File: src/rtl/dfr_pkg.sv
// Package for the serial frame deframer: frame constants, codes and the
// structs passed between the front end, the back end and the queues.
// No dependencies.
`timescale 1ns / 1ps

package dfr_pkg;

   // Default sizes for the top-level parameters.
   localparam int BUFFER_BYTES_DEF = 32;
   localparam int CHANNELS_OUT_DEF = 10;

   // Depths of the two small queues.
   localparam int CMD_QUEUE_DEPTH = 2;
   localparam int RSP_QUEUE_DEPTH = 2;

   // Width of frame lengths and of byte offsets within a frame.
   localparam int LEN_W = 6;

   // Frame header bytes and lengths.
   localparam logic [7:0]       LEGACY_HEADER = 8'h55;
   localparam logic [LEN_W-1:0] LEGACY_LENGTH = 6'd31;
   localparam int               LEGACY_WORDS  = 14;
   localparam logic [LEN_W-1:0] LONG_LENGTH   = 6'd32;
   localparam logic [LEN_W-1:0] SHORT_LENGTH  = 6'd4;

   // Legacy frame: words at odd offsets up to this byte are summed.
   localparam logic [LEN_W-1:0] LEGACY_SUM_END = LEN_W'(2 * LEGACY_WORDS);

   // Long frame checksum target and the first channel byte.
   localparam logic [16:0]      SUM_TARGET = 17'h0FFFF;
   localparam logic [LEN_W-1:0] CHAN_FIRST = 6'd2;

   // Input item codes.
   localparam logic FUNC_BYTE      = 1'b0;
   localparam logic FUNC_FRAME_END = 1'b1;

   typedef enum logic {
      MODEL_LONG,
      MODEL_LEGACY
   } frame_model_type;

   typedef enum logic [1:0] {
      KIND_LONG   = 2'd0,
      KIND_SHORT  = 2'd1,
      KIND_LEGACY = 2'd2
   } frame_kind_type;

   // Frame end command, as classified by the front end.
   typedef struct packed {
      frame_model_type  model;
      logic [LEN_W-1:0] len;
      logic             reader_busy;
      frame_kind_type   kind;
   } cmd_type;

   // One result item.
   typedef struct packed {
      logic           frame_ok;
      frame_kind_type frame_kind;
      logic           channel_valid;
      logic [3:0]     channel_index;
      logic [15:0]    channel_value;
      logic           last;
   } rsp_type;

endpackage

File: src/rtl/rc_serial_frame_deframer_core.sv
// Top level of the serial frame deframer: front end, command queue, frame
// buffer RAM, back end and result queue.
// Depends on dfr_pkg, dfr_fifo, dfr_ram, dfr_front and dfr_back.
`timescale 1ns / 1ps

// Deframer for a hobby radio-control serial link. Each input item is either a
// received byte or a frame end event. A byte is accepted once the back end is
// idle and no frame end is waiting; a frame end is accepted whenever the
// command queue has room. For each frame end the back end reads the frame
// buffer a byte at a time through its single registered RAM port: first the
// checksum sweep over the frame, then two byte reads and one queue push for
// each emitted channel of a good long frame. A busy reader or a frame end
// before any frame skips the sweep and goes straight to the report. Results
// wait in a small queue, so the back end keeps working while the consumer
// holds off, until that queue is full.

module rc_serial_frame_deframer_core #(
   parameter int BUFFER_BYTES = dfr_pkg::BUFFER_BYTES_DEF,
   parameter int CHANNELS_OUT = dfr_pkg::CHANNELS_OUT_DEF
) (
   input  logic        clock,
   input  logic        reset,
   input  logic        req_push,
   output logic        req_full,
   input  logic        req_func,
   input  logic [7:0]  req_data_byte,
   input  logic        req_reader_busy,
   output logic        rsp_empty,
   input  logic        rsp_pop,
   output logic        rsp_frame_ok,
   output logic [1:0]  rsp_frame_kind,
   output logic        rsp_channel_valid,
   output logic [3:0]  rsp_channel_index,
   output logic [15:0] rsp_channel_value,
   output logic        rsp_last
);

   localparam int AW = $clog2(BUFFER_BYTES);

   logic                    back_idle;
   logic                    cmdq_push, cmdq_pop, cmdq_full, cmdq_empty;
   dfr_pkg::cmd_type        cmdq_in, cmdq_out;
   logic                    buf_wr_en, buf_rd_en;
   logic [AW-1:0]           buf_wr_addr, buf_rd_addr;
   logic [7:0]              buf_wr_data, buf_rd_data;
   logic [BUFFER_BYTES-1:0] buf_valid;
   logic                    rspq_push, rspq_full;
   dfr_pkg::rsp_type        rspq_in, rspq_out;

   // Front end: accepts and classifies input transfers.
   dfr_front #(
      .BUFFER_BYTES(BUFFER_BYTES)
   ) u_front (
      .clock          (clock),
      .reset          (reset),
      .req_push       (req_push),
      .req_full       (req_full),
      .req_func       (req_func),
      .req_data_byte  (req_data_byte),
      .req_reader_busy(req_reader_busy),
      .back_idle      (back_idle),
      .cmdq_full      (cmdq_full),
      .cmdq_empty     (cmdq_empty),
      .cmdq_push      (cmdq_push),
      .cmdq_data      (cmdq_in),
      .buf_wr_en      (buf_wr_en),
      .buf_wr_addr    (buf_wr_addr),
      .buf_wr_data    (buf_wr_data),
      .buf_valid      (buf_valid)
   );

   // Frame end commands between the two halves.
   dfr_fifo #(
      .item_type(dfr_pkg::cmd_type),
      .DEPTH    (dfr_pkg::CMD_QUEUE_DEPTH)
   ) u_cmd_fifo (
      .clock    (clock),
      .reset    (reset),
      .push     (cmdq_push),
      .push_data(cmdq_in),
      .full     (cmdq_full),
      .pop      (cmdq_pop),
      .pop_data (cmdq_out),
      .empty    (cmdq_empty)
   );

   // Frame buffer.
   dfr_ram #(
      .WIDTH(8),
      .DEPTH(BUFFER_BYTES)
   ) u_frame_ram (
      .clock  (clock),
      .wr_en  (buf_wr_en),
      .wr_addr(buf_wr_addr),
      .wr_data(buf_wr_data),
      .rd_en  (buf_rd_en),
      .rd_addr(buf_rd_addr),
      .rd_data(buf_rd_data)
   );

   // Back end: checksum and channel emission.
   dfr_back #(
      .BUFFER_BYTES(BUFFER_BYTES),
      .CHANNELS_OUT(CHANNELS_OUT)
   ) u_back (
      .clock      (clock),
      .reset      (reset),
      .cmdq_data  (cmdq_out),
      .cmdq_empty (cmdq_empty),
      .cmdq_pop   (cmdq_pop),
      .buf_rd_en  (buf_rd_en),
      .buf_rd_addr(buf_rd_addr),
      .buf_rd_data(buf_rd_data),
      .buf_valid  (buf_valid),
      .rspq_full  (rspq_full),
      .rspq_push  (rspq_push),
      .rspq_data  (rspq_in),
      .back_idle  (back_idle)
   );

   // Result queue towards the consumer.
   dfr_fifo #(
      .item_type(dfr_pkg::rsp_type),
      .DEPTH    (dfr_pkg::RSP_QUEUE_DEPTH)
   ) u_rsp_fifo (
      .clock    (clock),
      .reset    (reset),
      .push     (rspq_push),
      .push_data(rspq_in),
      .full     (rspq_full),
      .pop      (rsp_pop),
      .pop_data (rspq_out),
      .empty    (rsp_empty)
   );

   assign rsp_frame_ok      = rspq_out.frame_ok;
   assign rsp_frame_kind    = rspq_out.frame_kind;
   assign rsp_channel_valid = rspq_out.channel_valid;
   assign rsp_channel_index = rspq_out.channel_index;
   assign rsp_channel_value = rspq_out.channel_value;
   assign rsp_last          = rspq_out.last;

endmodule

File: src/rtl/dfr_ram.sv
// Generic single-write, single-read RAM with a registered read port.
// No dependencies.
`timescale 1ns / 1ps

module dfr_ram #(
   parameter int WIDTH = 8,
   parameter int DEPTH = 32,
   localparam int AW = $clog2(DEPTH)
) (
   input  logic             clock,
   input  logic             wr_en,
   input  logic [AW-1:0]    wr_addr,
   input  logic [WIDTH-1:0] wr_data,
   input  logic             rd_en,
   input  logic [AW-1:0]    rd_addr,
   output logic [WIDTH-1:0] rd_data
);

   logic [WIDTH-1:0] mem_ff [DEPTH];

   // Write port and registered read port.
   always_ff @(posedge clock) begin
      if (wr_en) begin
         mem_ff[wr_addr] <= wr_data;
      end
      if (rd_en) begin
         rd_data <= mem_ff[rd_addr];
      end
   end

endmodule

File: src/rtl/dfr_fifo.sv
// Small register queue used for commands and results.
// Depends on nothing; the item type is a parameter.
`timescale 1ns / 1ps

module dfr_fifo #(
   parameter type item_type = logic,
   parameter int  DEPTH = 2,
   localparam int PW = $clog2(DEPTH),
   localparam int CW = $clog2(DEPTH + 1)
) (
   input  logic     clock,
   input  logic     reset,
   input  logic     push,
   input  item_type push_data,
   output logic     full,
   input  logic     pop,
   output item_type pop_data,
   output logic     empty
);

   item_type        slot_ff [DEPTH];
   logic [PW-1:0]   wr_ptr_ff, wr_ptr_in;
   logic [PW-1:0]   rd_ptr_ff, rd_ptr_in;
   logic [CW-1:0]   count_ff, count_in;
   logic            do_push, do_pop;

   assign full     = (count_ff == CW'(DEPTH));
   assign empty    = (count_ff == '0);
   assign pop_data = slot_ff[rd_ptr_ff];
   assign do_push  = push && !full;
   assign do_pop   = pop && !empty;

   // Pointer and fill count update, wrapping at the queue depth.
   always_comb begin
      wr_ptr_in = wr_ptr_ff;
      rd_ptr_in = rd_ptr_ff;
      count_in  = count_ff;
      if (do_push) begin
         wr_ptr_in = (wr_ptr_ff == PW'(DEPTH - 1)) ? '0 : wr_ptr_ff + 1'b1;
      end
      if (do_pop) begin
         rd_ptr_in = (rd_ptr_ff == PW'(DEPTH - 1)) ? '0 : rd_ptr_ff + 1'b1;
      end
      if (do_push && !do_pop) begin
         count_in = count_ff + 1'b1;
      end else if (do_pop && !do_push) begin
         count_in = count_ff - 1'b1;
      end
   end

   always_ff @(posedge clock) begin
      if (reset) begin
         wr_ptr_ff <= '0;
         rd_ptr_ff <= '0;
         count_ff  <= '0;
      end else begin
         wr_ptr_ff <= wr_ptr_in;
         rd_ptr_ff <= rd_ptr_in;
         count_ff  <= count_in;
      end
   end

   // Storage needs no reset.
   always_ff @(posedge clock) begin
      if (do_push) begin
         slot_ff[wr_ptr_ff] <= push_data;
      end
   end

endmodule

File: src/rtl/dfr_front.sv
// Front end of the deframer: accepts input items, tracks the frame start,
// writes bytes into the frame buffer and queues frame end commands.
// Depends on dfr_pkg.
`timescale 1ns / 1ps

module dfr_front #(
   parameter int  BUFFER_BYTES = dfr_pkg::BUFFER_BYTES_DEF,
   localparam int AW = $clog2(BUFFER_BYTES),
   localparam int CW = $clog2(BUFFER_BYTES + 1)
) (
   input  logic                    clock,
   input  logic                    reset,
   input  logic                    req_push,
   output logic                    req_full,
   input  logic                    req_func,
   input  logic [7:0]              req_data_byte,
   input  logic                    req_reader_busy,
   input  logic                    back_idle,
   input  logic                    cmdq_full,
   input  logic                    cmdq_empty,
   output logic                    cmdq_push,
   output dfr_pkg::cmd_type        cmdq_data,
   output logic                    buf_wr_en,
   output logic [AW-1:0]           buf_wr_addr,
   output logic [7:0]              buf_wr_data,
   output logic [BUFFER_BYTES-1:0] buf_valid
);

   logic [CW-1:0]                byte_count_ff, byte_count_in;
   dfr_pkg::frame_model_type     model_ff, model_in;
   logic [dfr_pkg::LEN_W-1:0]    len_ff, len_in;
   logic [BUFFER_BYTES-1:0]      valid_ff, valid_in;
   logic                         accept;
   logic                         hdr_long, hdr_legacy;
   logic                         take_byte, store_byte;
   dfr_pkg::frame_kind_type      kind;

   // A byte may only touch the buffer once the back end has finished with it;
   // a frame end only needs room in the command queue.
   assign req_full = (req_func == dfr_pkg::FUNC_FRAME_END) ? cmdq_full
                                                           : (!cmdq_empty || !back_idle);
   assign accept   = req_push && !req_full;

   // Header classification of the first byte of a frame.
   assign hdr_long   = (req_data_byte == 8'(dfr_pkg::SHORT_LENGTH)) ||
                       (req_data_byte == 8'(dfr_pkg::LONG_LENGTH));
   assign hdr_legacy = (req_data_byte == dfr_pkg::LEGACY_HEADER);
   assign take_byte  = accept && (req_func == dfr_pkg::FUNC_BYTE) &&
                       ((byte_count_ff != '0) || hdr_long || hdr_legacy);
   assign store_byte = take_byte && (byte_count_ff < CW'(BUFFER_BYTES));

   // Frame kind reported at frame end.
   always_comb begin
      if (model_ff == dfr_pkg::MODEL_LEGACY) begin
         kind = dfr_pkg::KIND_LEGACY;
      end else if (len_ff == dfr_pkg::SHORT_LENGTH) begin
         kind = dfr_pkg::KIND_SHORT;
      end else begin
         kind = dfr_pkg::KIND_LONG;
      end
   end

   // Next state of the byte count, frame model, length and valid bits.
   always_comb begin
      byte_count_in = byte_count_ff;
      model_in      = model_ff;
      len_in        = len_ff;
      valid_in      = valid_ff;
      if (accept && (req_func == dfr_pkg::FUNC_FRAME_END)) begin
         byte_count_in = '0;
      end
      if (take_byte && (byte_count_ff == '0)) begin
         if (hdr_legacy) begin
            model_in = dfr_pkg::MODEL_LEGACY;
            len_in   = dfr_pkg::LEGACY_LENGTH;
         end else begin
            model_in = dfr_pkg::MODEL_LONG;
            len_in   = req_data_byte[dfr_pkg::LEN_W-1:0];
         end
      end
      if (store_byte) begin
         byte_count_in                       = byte_count_ff + 1'b1;
         valid_in[byte_count_ff[AW-1:0]]     = 1'b1;
      end
   end

   always_ff @(posedge clock) begin
      if (reset) begin
         byte_count_ff <= '0;
         model_ff      <= dfr_pkg::MODEL_LONG;
         len_ff        <= '0;
         valid_ff      <= '0;
      end else begin
         byte_count_ff <= byte_count_in;
         model_ff      <= model_in;
         len_ff        <= len_in;
         valid_ff      <= valid_in;
      end
   end

   // Frame end command carries a snapshot of the frame description.
   assign cmdq_push             = accept && (req_func == dfr_pkg::FUNC_FRAME_END);
   assign cmdq_data.model       = model_ff;
   assign cmdq_data.len         = len_ff;
   assign cmdq_data.reader_busy = req_reader_busy;
   assign cmdq_data.kind        = kind;

   // Buffer write port.
   assign buf_wr_en   = store_byte;
   assign buf_wr_addr = byte_count_ff[AW-1:0];
   assign buf_wr_data = req_data_byte;
   assign buf_valid   = valid_ff;

endmodule

File: src/rtl/dfr_back.sv
// Back end of the deframer: runs the checksum over the frame buffer and
// emits the report or the channel words for each frame end command.
// Depends on dfr_pkg.
`timescale 1ns / 1ps

module dfr_back #(
   parameter int  BUFFER_BYTES = dfr_pkg::BUFFER_BYTES_DEF,
   parameter int  CHANNELS_OUT = dfr_pkg::CHANNELS_OUT_DEF,
   localparam int AW = $clog2(BUFFER_BYTES)
) (
   input  logic                    clock,
   input  logic                    reset,
   input  dfr_pkg::cmd_type        cmdq_data,
   input  logic                    cmdq_empty,
   output logic                    cmdq_pop,
   output logic                    buf_rd_en,
   output logic [AW-1:0]           buf_rd_addr,
   input  logic [7:0]              buf_rd_data,
   input  logic [BUFFER_BYTES-1:0] buf_valid,
   input  logic                    rspq_full,
   output logic                    rspq_push,
   output dfr_pkg::rsp_type        rspq_data,
   output logic                    back_idle
);

   typedef enum logic [2:0] {
      ST_IDLE,
      ST_READ,
      ST_SUM,
      ST_CHECK,
      ST_REPORT,
      ST_CH_READ,
      ST_CH_DATA,
      ST_CH_PUSH
   } state_type;

   state_type                  state_ff;
   dfr_pkg::frame_model_type   model_ff;
   logic [dfr_pkg::LEN_W-1:0]  len_ff;
   dfr_pkg::frame_kind_type    kind_ff;
   logic [dfr_pkg::LEN_W-1:0]  addr_ff;
   logic                       vld_ff;
   logic [16:0]                sum_ff;
   logic [15:0]                tgt_ff;
   logic                       ok_ff;
   logic [3:0]                 idx_ff;
   logic [15:0]                word_ff;

   logic [7:0]                 rd_byte;
   logic [dfr_pkg::LEN_W-1:0]  len_m1;
   logic                       last_byte;
   logic                       check_ok;
   logic                       last_chan;
   logic [15:0]                legacy_add;

   // Unwritten buffer entries read as zero.
   assign rd_byte    = vld_ff ? buf_rd_data : 8'h00;
   assign len_m1     = len_ff - 1'b1;
   assign last_byte  = (model_ff == dfr_pkg::MODEL_LEGACY) ?
                       (addr_ff == dfr_pkg::LEGACY_LENGTH - 1'b1) : (addr_ff == len_m1);
   assign legacy_add = addr_ff[0] ? {8'h00, rd_byte} : {rd_byte, 8'h00};
   assign check_ok   = (model_ff == dfr_pkg::MODEL_LEGACY) ? (sum_ff[15:0] == tgt_ff)
                                                           : (sum_ff == dfr_pkg::SUM_TARGET);
   assign last_chan  = (idx_ff == 4'(CHANNELS_OUT - 1));

   assign back_idle   = (state_ff == ST_IDLE);
   assign cmdq_pop    = (state_ff == ST_IDLE) && !cmdq_empty;
   assign buf_rd_en   = (state_ff == ST_READ) || (state_ff == ST_CH_READ);
   assign buf_rd_addr = AW'(addr_ff);

   // Result item for the report and for each channel word.
   always_comb begin
      rspq_push = 1'b0;
      rspq_data = '0;
      rspq_data.frame_kind = kind_ff;
      if (state_ff == ST_REPORT) begin
         rspq_push          = !rspq_full;
         rspq_data.frame_ok = ok_ff;
         rspq_data.last     = 1'b1;
      end else if (state_ff == ST_CH_PUSH) begin
         rspq_push               = !rspq_full;
         rspq_data.frame_ok      = 1'b1;
         rspq_data.channel_valid = 1'b1;
         rspq_data.channel_index = idx_ff;
         rspq_data.channel_value = word_ff;
         rspq_data.last          = last_chan;
      end
   end

   // Sequencer: one buffer byte read and then summed per step of the checksum
   // sweep, then two bytes and a push for each channel word.
   always_ff @(posedge clock) begin
      if (reset) begin
         state_ff <= ST_IDLE;
      end else begin
         unique case (state_ff)
            ST_IDLE: begin
               if (!cmdq_empty) begin
                  model_ff <= cmdq_data.model;
                  len_ff   <= cmdq_data.len;
                  kind_ff  <= cmdq_data.kind;
                  sum_ff   <= '0;
                  tgt_ff   <= '0;
                  if (cmdq_data.reader_busy) begin
                     ok_ff    <= 1'b0;
                     state_ff <= ST_REPORT;
                  end else if (cmdq_data.model == dfr_pkg::MODEL_LEGACY) begin
                     addr_ff  <= 6'd1;
                     state_ff <= ST_READ;
                  end else if (cmdq_data.len < 6'd2) begin
                     ok_ff    <= 1'b0;
                     state_ff <= ST_REPORT;
                  end else begin
                     addr_ff  <= '0;
                     state_ff <= ST_READ;
                  end
               end
            end
            ST_READ: begin
               vld_ff   <= buf_valid[buf_rd_addr];
               state_ff <= ST_SUM;
            end
            ST_SUM: begin
               if (model_ff == dfr_pkg::MODEL_LEGACY) begin
                  if (addr_ff <= dfr_pkg::LEGACY_SUM_END) begin
                     sum_ff <= {1'b0, sum_ff[15:0] + legacy_add};
                  end else if (addr_ff == dfr_pkg::LEGACY_SUM_END + 1'b1) begin
                     tgt_ff[7:0] <= rd_byte;
                  end else begin
                     tgt_ff[15:8] <= rd_byte;
                  end
               end else if (addr_ff == len_m1) begin
                  sum_ff <= sum_ff + {1'b0, rd_byte, 8'h00};
               end else begin
                  sum_ff <= sum_ff + {9'h000, rd_byte};
               end
               if (last_byte) begin
                  state_ff <= ST_CHECK;
               end else begin
                  addr_ff  <= addr_ff + 1'b1;
                  state_ff <= ST_READ;
               end
            end
            ST_CHECK: begin
               if (check_ok && (model_ff == dfr_pkg::MODEL_LONG) &&
                   (len_ff == dfr_pkg::LONG_LENGTH)) begin
                  addr_ff  <= dfr_pkg::CHAN_FIRST;
                  idx_ff   <= '0;
                  state_ff <= ST_CH_READ;
               end else begin
                  ok_ff    <= check_ok;
                  state_ff <= ST_REPORT;
               end
            end
            ST_REPORT: begin
               if (!rspq_full) begin
                  state_ff <= ST_IDLE;
               end
            end
            ST_CH_READ: begin
               vld_ff   <= buf_valid[buf_rd_addr];
               state_ff <= ST_CH_DATA;
            end
            ST_CH_DATA: begin
               if (!addr_ff[0]) begin
                  word_ff[7:0] <= rd_byte;
                  addr_ff      <= addr_ff + 1'b1;
                  state_ff     <= ST_CH_READ;
               end else begin
                  word_ff[15:8] <= rd_byte;
                  state_ff      <= ST_CH_PUSH;
               end
            end
            ST_CH_PUSH: begin
               if (!rspq_full) begin
                  if (last_chan) begin
                     state_ff <= ST_IDLE;
                  end else begin
                     idx_ff   <= idx_ff + 1'b1;
                     addr_ff  <= addr_ff + 1'b1;
                     state_ff <= ST_CH_READ;
                  end
               end
            end
            default: begin
               state_ff <= ST_IDLE;
            end
         endcase
      end
   end

endmodule

File: config.mk
export PLATFORM = sky130hd
export DESIGN_NAME = rc_serial_frame_deframer_core
export DESIGN_NICKNAME = d
export VERILOG_FILES = /design/src/rtl/dfr_pkg.sv /design/src/rtl/rc_serial_frame_deframer_core.sv /design/src/rtl/dfr_ram.sv /design/src/rtl/dfr_fifo.sv /design/src/rtl/dfr_front.sv /design/src/rtl/dfr_back.sv
export SDC_FILE = /design/constraint.sdc
export NUM_CORES = 1
export LEC_CHECK = 0
export ABC_AREA = 1
export ABC_CLOCK_PERIOD_IN_PS = 3320
export BUFFER_PORTS_ARGS = -buffer_cell sky130_fd_sc_hd__buf_4
export CAP_MARGIN = 20
export CORE_ASPECT_RATIO = 1.1
export CORE_MARGIN = 3
export CORE_UTILIZATION = 41
export CTS_BUF_LIST = sky130_fd_sc_hd__clkbuf_16
export CTS_CLUSTER_SIZE = 24
export DETAILED_ROUTE_END_ITERATION = 16
export GPL_ROUTABILITY_DRIVEN = 0
export GPL_TIMING_DRIVEN = 1
export HOLD_SLACK_MARGIN = 0.15
export PLACE_DENSITY_LB_ADDON = 0.05
export SYNTH_ARGS = -nofsm -noshare
export SYNTH_HDL_FRONTEND = slang
export SYNTH_SLANG_ARGS = --single-unit
File: constraint.sdc
create_clock -name clock -period 3.32 [get_ports clock]
set_clock_uncertainty 0.05 [all_clocks]
set_input_delay 0.498 -clock clock [delete_from_list [all_inputs] [get_ports clock]]
set_output_delay 0.498 -clock clock [all_outputs]
set_load 0.01 [all_outputs]
# Yosys cells after proc, flatten, opt, wreduce, memory -nomap -nowiden
# Memories as Yosys holds them, arrays and structs flattened. A register that Yosys moved wholly into a read port is not among the register bits.
# Cells that the tools add are included.
[word_totals]
ff_bits = 126
in_bits = 14
latchBits = 0
mem_bits_ro = 0
memories = 3
word_cells = 231
ramBits = 326
[mem_list]
columns = ["memory", "words", "word_bits", "read_ports", "rd_clocked_by_memory_dff", "wr", "line", "rtl"]
rows = [
  ["u_frame_ram.mem_ff", 32, 8, 1, 1, 1, "dfr_ram.sv:19", "logic [WIDTH-1:0] mem_ff [DEPTH];"],
  ["u_rsp_fifo.slot_ff", 2, 25, 1, 1, 1, "dfr_fifo.sv:21", "item_type slot_ff [DEPTH];"],
  ["u_cmd_fifo.slot_ff", 2, 10, 1, 1, 1, "dfr_fifo.sv:21", ""],
]
[op_classes]
mux = 82
n_div = 0
n_bitwise = 6
n_mul = 0
add_sub_neg = 15
order_cmp = 6
n_shift = 0
eq_ne = 37
reduce_logical = 58
[op_table]
columns = ["cell", "count"]
rows = [
  ["$mux W6", 12],
  ["$mux W17", 4],
  ["$mux W16", 4],
  ["$pmux W17 S2", 1],
  ["$mux W1", 32],
  ["$or A32 B32 Y32", 1],
  ["$pmux W16 S2", 1],
  ["$pmux W6 S5", 1],
  ["$mux W8", 3],
  ["$pmux W3 S8", 1],
  ["$mux W22", 1],
  ["$mux W21", 1],
  ["$mux W3", 7],
  ["$ne A2 B2 Y1 const B", 10],
  ["$logic_and A1 B1 Y1", 18],
  ["$reduce_and A6 Y1", 3],
  ["$add A17 B16 Y17", 1],
  ["$add A17 B8 Y17", 1],
  ["$eq A17 B16 Y1 const B", 1],
  ["$add A16 B16 Y16", 1],
  ["$eq A16 B16 Y1", 1],
  ["$mux W2", 7],
  ["$add A6 B1 Y6 const B", 2],
  ["$eq A3 B3 Y1 const B", 4],
  ["other kinds (45)", 86],
]

# Depth between registers and ports, before layout
# Gate-level depths: netlist (run 1).
[depth]
word_depth = 12
depth_mapped = 19
ltp_nobuf = 17

# Cells and area by module
# From an unflattened synthesis (run 1), not the netlist that was laid out.
[unflattened]
cells_unflattened = 2263
hier_area_um2 = 22511.6
[modules_own_cells]
columns = ["mod", "cells_per_inst", "instances", "area_each_um2"]
rows = [
  ["dfr_ram", 922, 1, 10866.7],
  ["dfr_back", 854, 1, 6172.2],
  ["dfr_front", 304, 1, 2339.7],
  ["dfr_fifo at u_rsp_fifo", 115, 1, 2162.1],
  ["dfr_fifo at u_cmd_fifo", 68, 1, 970.9],
]

# Least setup slack after synthesis (run 1)
# Ideal clock, no wire load.
[synth_timing]
kind = "reg2reg"
from = "register u_back.addr_ff[0] (netlist bit)"
to = "register u_back.sum_ff[6], data pin"
setup_ns = 0.249
required_ns = 3.021
arrival_time_ns = 2.553
stages_incl_launch_ff = 16
setup_slack_ns = 0.468
n_path_buf = 2
path_cell_list = "edfxtp_1 inv_2 clkbuf_1 clkbuf_1 nor2_1 ha_1 fa_1 nand3_1 nand2_1 nand3_1 nand2_1 xor2_1 o21ai_0 inv_1 nand2_1 inv_1"
[synth_via]
elab_chain_cells = 5
[synth_lines]
columns = ["item", "line", "rtl"]
rows = [
  ["start: declaration", "dfr_back.sv:41", "logic [dfr_pkg::LEN_W-1:0] addr_ff;"],
  ["start signal: assignment", "dfr_back.sv:140", "addr_ff <= addr_ff + 1'b1;"],
  ["start signal: assignment", "dfr_back.sv:147", "addr_ff <= dfr_pkg::CHAN_FIRST;"],
  ["start signal: assignment", "dfr_back.sv:167", "addr_ff <= addr_ff + 1'b1;"],
  ["$mux W16", "dfr_back.sv:61", "assign legacy_add = addr_ff[0] ? {8'h00, rd_byte} : {rd_byte, 8'h00};"],
  ["$add A16 B16 Y16", "dfr_back.sv:126", "sum_ff <= {1'b0, sum_ff[15:0] + legacy_add};"],
  ["$mux W17", "dfr_back.sv:125", "if (addr_ff <= dfr_pkg::LEGACY_SUM_END) begin"],
  ["$mux W17 *", "dfr_back.sv:124", "if (model_ff == dfr_pkg::MODEL_LEGACY) begin"],
  ["$pmux W17 S2 *", "dfr_back.sv:96", "unique case (state_ff)"],
  ["end signal: assignment", "dfr_back.sv:126", ""],
  ["end signal: assignment", "dfr_back.sv:133", "sum_ff <= sum_ff + {1'b0, rd_byte, 8'h00};"],
  ["end signal: assignment", "dfr_back.sv:135", "sum_ff <= sum_ff + {9'h000, rd_byte};"],
  ["end: declaration", "dfr_back.sv:43", "logic [16:0] sum_ff;"],
]
# Mark *: on every way between the ends. The rest lies on a longest branch, timed or not. The select of a mux whose other input is x is not followed.
# A chain may end at the register's enable or synchronous reset.

# Worst setup path after layout (run 1)
[layout_timing]
from = "register u_back.vld_ff"
to = "register u_back.sum_ff[12], data pin"
[layout_via]
elab_chain_cells = 6
[layout_lines]
columns = ["item", "line", "rtl"]
rows = [
  ["start: declaration", "dfr_back.sv:42", "logic vld_ff;"],
  ["start signal: assignment", "dfr_back.sv:120", "vld_ff <= buf_valid[buf_rd_addr];"],
  ["start signal: assignment", "dfr_back.sv:161", "vld_ff <= buf_valid[buf_rd_addr];"],
  ["$mux W8 *", "dfr_back.sv:57", "assign rd_byte = vld_ff ? buf_rd_data : 8'h00;"],
  ["named net u_back.rd_byte[0]", "dfr_back.sv:49", "logic [7:0] rd_byte;"],
  ["$mux W16", "dfr_back.sv:61", ""],
  ["$add A16 B16 Y16", "dfr_back.sv:126", ""],
  ["$mux W17", "dfr_back.sv:125", ""],
  ["$mux W17 *", "dfr_back.sv:124", ""],
  ["$pmux W17 S2 *", "dfr_back.sv:96", ""],
]
# The timed path passes the listed nets; every way through them passes the cells marked *. The select of a mux whose other input is x is not followed.

==> metrics.log, run 1 <==
[metrics] global router's overall resource usage: ~22%
[metrics] number of DRC markers after the initial detailed-route iteration: between 900 and 1,000
[metrics] non-filler instance count after layout: slightly below 3,000
[metrics] critical path start-end classification: register to register
[metrics] via count: roughly 16,000
[metrics] post-layout min period: between 2 and 3 ns
[metrics] remaining global-route overflow: 0
[metrics] average vias per placed instance: approximately 5.3
[metrics] DIE WIDTH: roughly 220 um
[metrics] most area-consuming cells after synthesis: sky130_fd_sc_hd__edfxtp_1, sky130_fd_sc_hd__nor2_1, sky130_fd_sc_hd__nand2_1, sky130_fd_sc_hd__dfxtp_1, sky130_fd_sc_hd__o21ai_0
[metrics] arrival time at the worst endpoint: 3.02 ns
[metrics] diodes inserted: 0
[metrics] number of placed I/O pins: 41
[metrics] final sum of negative setup slack: 0 ns
[metrics] Synth-to-Final Area Change: 13.4%
[metrics] Distinct cells, synth: 50
[metrics] number of standard cells after synthesis: between 2,000 and 2,500
[metrics] count of flip-flops with a built-in enable after synthesis: roughly 400
[metrics] Synth warnings: 0
[metrics] IO Port Bufs: 40
[metrics] total number of clock tree sinks: between 400 and 500
[metrics] total count of hold-check failures in the final report: 0
[metrics] H-tree levels: 2
[metrics] detail-routed net length per standard cell: 20.5 um
[metrics] pin count of the biggest net entering global routing: between 80 and 90
[metrics] number of nets in the synthesized netlist: 2,195
[metrics] cell total after placement: between 2,000 and 3,000
[metrics] root buffer selected by CTS: sky130_fd_sc_hd__clkbuf_16
[metrics] data required time at the worst endpoint: about 3.6 ns
[metrics] proportion of layout cells with a drive suffix above 1: a little over a tenth
[metrics] async set or reset register ratio after synthesis: 0%
[metrics] final critical-path setup slack: 0.594 ns
[metrics] post-detailed-placement half-perimeter wirelength: between 30 and 40 mm
[metrics] commonest register cell after synthesis: sky130_fd_sc_hd__edfxtp_1
[metrics] Starting Density: between 40% and 50%
[metrics] CTS tree: done
[metrics] post-CTS repair timing setup buffer count: 0
[metrics] number of register bits inferred by synthesis: ~460
[metrics] ratio of final minimum period to clock period: between 80% and 90%
[metrics] worst slack at placement: between 0.5 and 0.6 ns
[metrics] Final setup violation count: 0
[metrics] insertion delay to the later sink of the worst-skew pair: about 0.6 ns
[metrics] remaining antenna violation count: 0
[metrics] tightest slew margin relative to the limit: a little under half
[metrics] transition at the pin with the smallest max-transition slack: around 0.8 ns
[metrics] share of synthesized area occupied by flip-flops and latches: between 60% and 70%
[metrics] Core Footprint: between 0.05 and 0.06 sq mm
[metrics] number of buffers on the longest clock path: 3
[metrics] LEAKAGE: around 9.1 nW
[metrics] Pre-antenna DRT Iters: 5
[metrics] Fmax: between 300 and 400 MHz
[metrics] die outline height: approximately 250 um
[metrics] full die area: 0.0550 sq mm
[metrics] Final Hold Slack: approximately 0.21 ns
[metrics] CP startpoint kind: register
[metrics] number of buffers created by CTS: 50
[metrics] number of nets in the final layout: 2,274
[metrics] Max Cap Viol: 0
[metrics] Max Transition Viols Final: 0
[metrics] Syn Area/Cell: ~10 sq um
[metrics] worst hold path class: primary input to register
[metrics] # rows: 87
[metrics] Critical Path Fanout Max: 8
[metrics] vias in the first global route: ~15,000
[metrics] power density over the cells: slightly below 700 mW/mm^2
[metrics] DRT Wirelength: between 50 and 60 mm
[metrics] proportion of netlist area held by the largest area contributor: between 50% and 60%
[metrics] # resized after CTS: 0
[metrics] initial antenna violation count: 0
[metrics] VDD IR-drop max: approximately 460 uV
[metrics] Sequential Area: about 0.013 sq mm
[metrics] clock slew at the register clock pins of the worst setup and hold paths: ~0.06 ns
[metrics] Critical Path End Type: register
[metrics] result of the run: complete, no violations
[metrics] Residual DRC: 0
[metrics] first-pass GRT wire length: about 90 mm
[metrics] RSZ-0062 raised after global routing: false
[metrics] area taken by multi-input logic gates: between 0.007 and 0.008 sq mm
[metrics] Synth area leader: sky130_fd_sc_hd__edfxtp_1
[metrics] Filler cells: 4,886
[metrics] post-synth design cell area: around 0.021 sq mm
-- critical path: stages, from the launching register on --
cell and delay [ns]:
sky130_fd_sc_hd__edfxtp_1 0.49, sky130_fd_sc_hd__nand2_1 0.21, sky130_fd_sc_hd__inv_1 0.13, sky130_fd_sc_hd__ha_1 0.24
sky130_fd_sc_hd__fa_1 0.43, sky130_fd_sc_hd__nand2_1 0.08, sky130_fd_sc_hd__inv_1 0.05, sky130_fd_sc_hd__o21ai_0 0.15
sky130_fd_sc_hd__nand2_1 0.10, sky130_fd_sc_hd__or2_2 0.28, sky130_fd_sc_hd__nand4_1 0.09, sky130_fd_sc_hd__nand3_1 0.08
sky130_fd_sc_hd__nand2_1 0.07, sky130_fd_sc_hd__inv_1 0.03
-- flip-flops by register name, indices dropped and copies added (netlist names), named ones only --
| register | count |
|---|---|
| u_frame_ram.mem_ff | 256 |
| u_rsp_fifo.slot_ff | 50 |
| u_front.buf_valid | 32 |
| u_cmd_fifo.slot_ff | 18 |
| u_back.sum_ff | 17 |
| u_back.tgt_ff | 16 |
| u_back.word_ff | 16 |
| u_frame_ram.rd_data | 8 |
| u_back.addr_ff | 6 |
| u_back.len_ff | 6 |
| u_front.byte_count_ff | 6 |
| u_front.len_ff | 6 |
| u_back.idx_ff | 4 |
| u_back.state_ff | 3 |
| u_back.kind_ff | 2 |
| u_cmd_fifo.count_ff | 2 |
| u_rsp_fifo.count_ff | 2 |
| u_back.ok_ff | 1 |
| u_back.vld_ff | 1 |
| u_cmd_fifo.rd_ptr_ff | 1 |
| u_cmd_fifo.wr_ptr_ff | 1 |
| u_front.model_ff | 1 |
| u_rsp_fifo.rd_ptr_ff | 1 |
| u_rsp_fifo.wr_ptr_ff | 1 |
-- cell usage after synthesis (all sizes together), types with 3 or more instances --
cell type,count
a21oi,108
inv,201
nand3b,3
o2111ai,3
or2,6
fa,3
nand2,338
o211ai,13
o21ai,213
o22ai,48
o221ai,4
a31oi,7
clkbuf,55
xnor2,7
nor4,3
edfxtp,401
xor2,18
buf,28
o21a,10
nand3,124
nand4,23
mux2,25
nor2,353
nor3,14
ha,44
o21bai,10
dfxtp,58
-- report_power, final --
part / internal, W / total, W / switching (W)
Combinational: 0.00134 / 0.00415 / 0.00281
Clock: 0.00301 / 0.00529 / 0.00228
Sequential: 0.00676 / 0.00705 / 0.000290
Total: 0.0111 / 0.0165 / 0.00537
-- cell usage in the layout, fill, tap and decap left out, types with 8 or more instances in the layout --
master / Yosys / routed
sky130_fd_sc_hd__a21oi_1: 108 / 108
sky130_fd_sc_hd__buf_4: 2 / 108
sky130_fd_sc_hd__clkbuf_16: 0 / 51
sky130_fd_sc_hd__clkinv_1: 2 / 14
sky130_fd_sc_hd__clkinv_2: 0 / 8
sky130_fd_sc_hd__dfxtp_1: 58 / 58
sky130_fd_sc_hd__edfxtp_1: 401 / 401
sky130_fd_sc_hd__ha_1: 44 / 44
sky130_fd_sc_hd__inv_1: 193 / 204
sky130_fd_sc_hd__mux2_2: 25 / 25
sky130_fd_sc_hd__nand2_1: 331 / 331
sky130_fd_sc_hd__nand3_1: 121 / 121
sky130_fd_sc_hd__nand4_1: 23 / 23
sky130_fd_sc_hd__nor2_1: 344 / 342
sky130_fd_sc_hd__nor3_1: 12 / 12
sky130_fd_sc_hd__o211ai_1: 13 / 13
sky130_fd_sc_hd__o21a_1: 10 / 10
sky130_fd_sc_hd__o21ai_0: 211 / 211
sky130_fd_sc_hd__o21bai_1: 10 / 10
sky130_fd_sc_hd__o22ai_1: 48 / 48
sky130_fd_sc_hd__xor2_1: 18 / 18
-- cells by family (layout without fill, tap and decap cells) --
kind of cell / Yosys count / count (layout) / synth area share (%)
AOI/OAI and AO/OA: 425 / 425 / 10.9
xor gates and xnor gates: 25 / 25 / 1.02
adders and majority gates: 47 / 47 / 2.85
buffers and inverters: 286 / 402 / 5.21
DFF: 459 / 459 / 61.7
muxes: 25 / 25 / 1.32
and+or+nand+nor: 867 / 867 / 17.0
-- layer usage --
layer / track usage [%] / routed length, um / vias up
li1: - / - / 7542
met1: 27.7 / 25600 / 7514
met2: 38.8 / 30300 / 367
met3: 2.83 / 2350 / 85
met4: 5.68 / 1420 / 0
met5: 0 / 0 / -
-- metrics by stage --
step	utilization [%]	cell area [sq um]	total power (W)
2_1_floorplan	-	21400	0.00982
3_3_place_gp	44.1	22700	0.0113
3_5_place_dp	44.1	22700	0.0113
4_1_cts	47.1	24300	0.0167
5_1_grt	47.1	24300	0.0174
6_report	47.1	24300	0.0165
-- final cells by class --
type                    instances  area share [%]
inverters                     203            3.15
well taps                     667            3.44
clock buffers                  51            5.26
repair buffers                110            3.47
clock inverters                38            1.08
multi-input cells            1389            29.2
flip-flops and latches        459            54.4
-- final timing paths --
check | start | to | slack, ns | cells after the start
setup / recovery | u_back.vld_ff | u_back.sum_ff[12] | 0.59 | 13
hold / removal | req_data_byte[5] | u_frame_ram.mem_ff[12][5] | 0.21 | 1
setup reg to reg | u_back.vld_ff | u_back.sum_ff[12] | 0.59 | 13
hold reg to reg | u_front.buf_valid[28] | u_front.buf_valid[28] | 0.40 | 2
-- timing repair --
item,4_1_cts,5_1_grt
setup endpoints to repair,0,0
hold endpoints to repair,2,0
hold buffers,1,0
Power figures use the tool's default switching activity.
==> inputs of run 2 (changes only) <==
Settings changed: ABC_CLOCK_PERIOD_IN_PS 3320 to 2400.
Clock period 3.32 ns to 2.4 ns, I/O delays scaled along.
==> run 2 against run 1 <==
Die area is the same. Combinational power grew 73%. Register-to-register slack lost 0.52 ns. Critical path depth grew 1. Global-route usage grew 0.24 points. Highest routed layer unchanged.
==> metrics.log, run 2 (synthesis gave the netlist of run 1 again) <==
[metrics] Critical Path End Type: register
[metrics] diodes inserted: 0
[metrics] post-route design area: roughly 0.026 sq mm
[metrics] Filler cells: around 4,700
[metrics] total count of hold-check failures in the final report: 0
[metrics] top register by number of flip-flops: u_frame_ram.mem_ff
[metrics] tightest slew margin relative to the limit: between 50 and 60%
[metrics] vias in the first global route: 15,599
[metrics] arrival time at the worst endpoint: ~2.6 ns
[metrics] number of DRC markers after the initial detailed-route iteration: ~1,100
[metrics] root buffer selected by CTS: sky130_fd_sc_hd__clkbuf_16
[metrics] Core Footprint: between 0.05 and 0.06 sq mm
[metrics] post-layout min period: 2.33 ns
[metrics] switching part of the total: approximately a third
[metrics] number of nets in the final layout: 2,415
[metrics] Max Cap Viol: 0
[metrics] Total Power Consumption: 0.0243 W
[metrics] IO Port Bufs: 40
[metrics] sequential share of power: 40.2%
[metrics] combinational cell fraction of total power: about 30%
[metrics] DIE WIDTH: 224 um
[metrics] post-detailed-placement half-perimeter wirelength: slightly above 40 mm
[metrics] # rows: 87
[metrics] H-tree levels: 2
[metrics] transition at the pin with the smallest max-transition slack: a little under 0.7 ns
[metrics] area taken by multi-input logic gates: roughly 0.0078 sq mm
[metrics] DRT Wirelength: 61.0 mm
[metrics] share of power burned in the clock network: between 30% and 40%
[metrics] total number of clock tree sinks: approximately 460
[metrics] proportion of layout cells with a drive suffix above 1: around a fifth
[metrics] final critical-path setup slack: 0.0722 ns
[metrics] insertion delay to the later sink of the worst-skew pair: just over 0.6 ns
[metrics] detail-routed net length per standard cell: around 20 um
[metrics] Sequential Area: 0.0132 sq mm
[metrics] VDD IR-drop max: roughly 570 uV
[metrics] remaining antenna violation count: 0
[metrics] number of placed I/O pins: 41
[metrics] Critical Path Start: u_back.vld_ff
[metrics] startpoint of the worst hold path: req_data_byte[5]
[metrics] power density over the cells: between 900 and 1000 mW/mm^2
[metrics] Internal Dissipation: between 0.015 and 0.02 W
[metrics] worst slack at placement: -0.202 ns
[metrics] Hold Crit Depth: 2
[metrics] LEAKAGE: 9.97 nW
[metrics] Worst Hold Endpoint: u_frame_ram.mem_ff[14][5]
[metrics] power spent charging and discharging nets: between 0.007 and 0.008 W
[metrics] reg-to-reg critical path endpoint: u_back.sum_ff[6]
[metrics] length in cells of the worst reg-to-reg path: 14
[metrics] CTS tree: done
[metrics] worst hold path class: primary input to register
[metrics] Fmax: approximately 430 MHz
[metrics] initial antenna violation count: 0
[metrics] RSZ-0062 raised after global routing: true
[metrics] non-filler instance count after layout: between 3,000 and 4,000
[metrics] via count: around 16,000
[metrics] cell total after placement: 2,947
[metrics] CP startpoint kind: register
[metrics] Critical Path Fanout Max: 4
[metrics] Synth-to-Final Area Change: 23.1%
[metrics] Starting Density: about two fifths
[metrics] full die area: between 0.05 and 0.06 sq mm
[metrics] global router's overall resource usage: between 20 and 25%
[metrics] minimum setup slack among reg-to-reg paths: 0.07 ns
[metrics] Residual DRC: 0
[metrics] leading cell type in the layout, fill and taps excluded: sky130_fd_sc_hd__edfxtp_1
[metrics] critical path start-end classification: register to register
[metrics] Largest register FFs: 256
[metrics] die outline height: 246 um
[metrics] startpoint of the lowest-slack register-to-register path: u_back.vld_ff
[metrics] average vias per placed instance: approximately 5.3
[metrics] pin count of the biggest net entering global routing: slightly below 70
[metrics] number of buffers on the longest clock path: 3
[metrics] Pre-antenna DRT Iters: 5
[metrics] placed cell area: ~0.024 sq mm
[metrics] remaining global-route overflow: 0
[metrics] data required time at the worst endpoint: between 2 and 3 ns
[metrics] clock slew at the register clock pins of the worst setup and hold paths: ~0.07 ns
[metrics] most used cells in the layout excluding fill and tap cells: sky130_fd_sc_hd__edfxtp_1, sky130_fd_sc_hd__nor2_1, sky130_fd_sc_hd__nand2_1
[metrics] first-pass GRT wire length: about 92 mm
[metrics] Final setup violation count: 0
[metrics] ratio of final minimum period to clock period: 97.0%
[metrics] Max Transition Viols Final: 0
[metrics] Core Util, Final: 51.2%
[metrics] result of the run: complete, no violations
[metrics] number of buffers created by CTS: 50
[run 2: cell count changes in the layout (fill, tap and decap cells not counted), moves of 10 or more]
cell / change
sky130_fd_sc_hd__buf_4: +99
sky130_fd_sc_hd__nand2_1: -29
sky130_fd_sc_hd__nor2_1: -27
sky130_fd_sc_hd__ha_1: -24
sky130_fd_sc_hd__ha_4: +21
sky130_fd_sc_hd__nor2_2: +21
sky130_fd_sc_hd__nand2_2: +20
sky130_fd_sc_hd__buf_6: +17
sky130_fd_sc_hd__buf_12: +13
sky130_fd_sc_hd__a21oi_1: -10
sky130_fd_sc_hd__a21oi_2: +10
sky130_fd_sc_hd__inv_1: -10
[run 2: final cells by class]
class	instances	area share, %
Clock buffer	52	4.94
Clock inverter	39	1.06
Inverter	203	2.97
Multi-Input combinational cell	1389	29.5
Sequential cell	459	50.1
Tap cell	667	3.17
Timing Repair Buffer	251	8.28
[run 2: per-stage QoR]
stage	hold slack (ns)	setup TNS, ns
2_1_floorplan	0.371	-0.0342
3_3_place_gp	0.385	-12.61
3_5_place_dp	0.387	-9.60
4_1_cts	0.152	-0.0345
5_1_grt	0.171	-0.837
6_report	0.197	0
[run 2: power by group through the flow]
stage          Clock (W)  Combinational [W]  Sequential, W
2_1_floorplan          0            0.00388        0.00974
3_3_place_gp           0            0.00652        0.00986
3_5_place_dp           0            0.00655        0.00987
4_1_cts          0.00753            0.00676        0.00971
5_1_grt          0.00789            0.00792        0.00979
6_report         0.00733            0.00719        0.00975
[run 2: timing repair]
item | 4_1_cts | 5_1_grt
pin swaps | 4 | 40
cloned | 0 | 1
buffers inserted | 3 | 8
resized for setup | 27 | 152
hold buffers | 10 | 0
hold endpoints to repair | 51 | 0
setup endpoints to repair | 40 | 277
[run 2: how the worst max path moves through the flow]
stage	end	depth (start not counted)	slack (ns)
after floorplan	u_back.sum_ff[6]	15	-0.03
after global placement	u_back.idx_ff[1]	11	-0.20
after detailed placement	u_back.sum_ff[13]	15	-0.20
after CTS	u_back.sum_ff[6]	14	-0.03
after global routing	u_back.sum_ff[15]	15	-0.07
final	u_back.sum_ff[6]	14	0.07
[run 2: routing by layer]
layer	track usage (%)	wire (um)	vias up
met4	7.11	1960	0
met5	0	0	-
met2	39.2	30900	333
li1	-	-	7840
met1	27.4	25800	7808
met3	2.84	2340	110
[run 2: critical path, cell delays in order (launching register included)]
cell and delay (ns):
sky130_fd_sc_hd__edfxtp_1 0.43, sky130_fd_sc_hd__nand2_2 0.10, sky130_fd_sc_hd__buf_4 0.12, sky130_fd_sc_hd__nor2_1 0.04, sky130_fd_sc_hd__ha_2 0.21, sky130_fd_sc_hd__fa_2 0.35
sky130_fd_sc_hd__nand3_2 0.09, sky130_fd_sc_hd__nand2_4 0.07, sky130_fd_sc_hd__nand3_1 0.09, sky130_fd_sc_hd__nand2_2 0.08, sky130_fd_sc_hd__xor2_1 0.15, sky130_fd_sc_hd__o21ai_1 0.16
sky130_fd_sc_hd__inv_1 0.06, sky130_fd_sc_hd__nand2_1 0.06, sky130_fd_sc_hd__inv_1 0.03
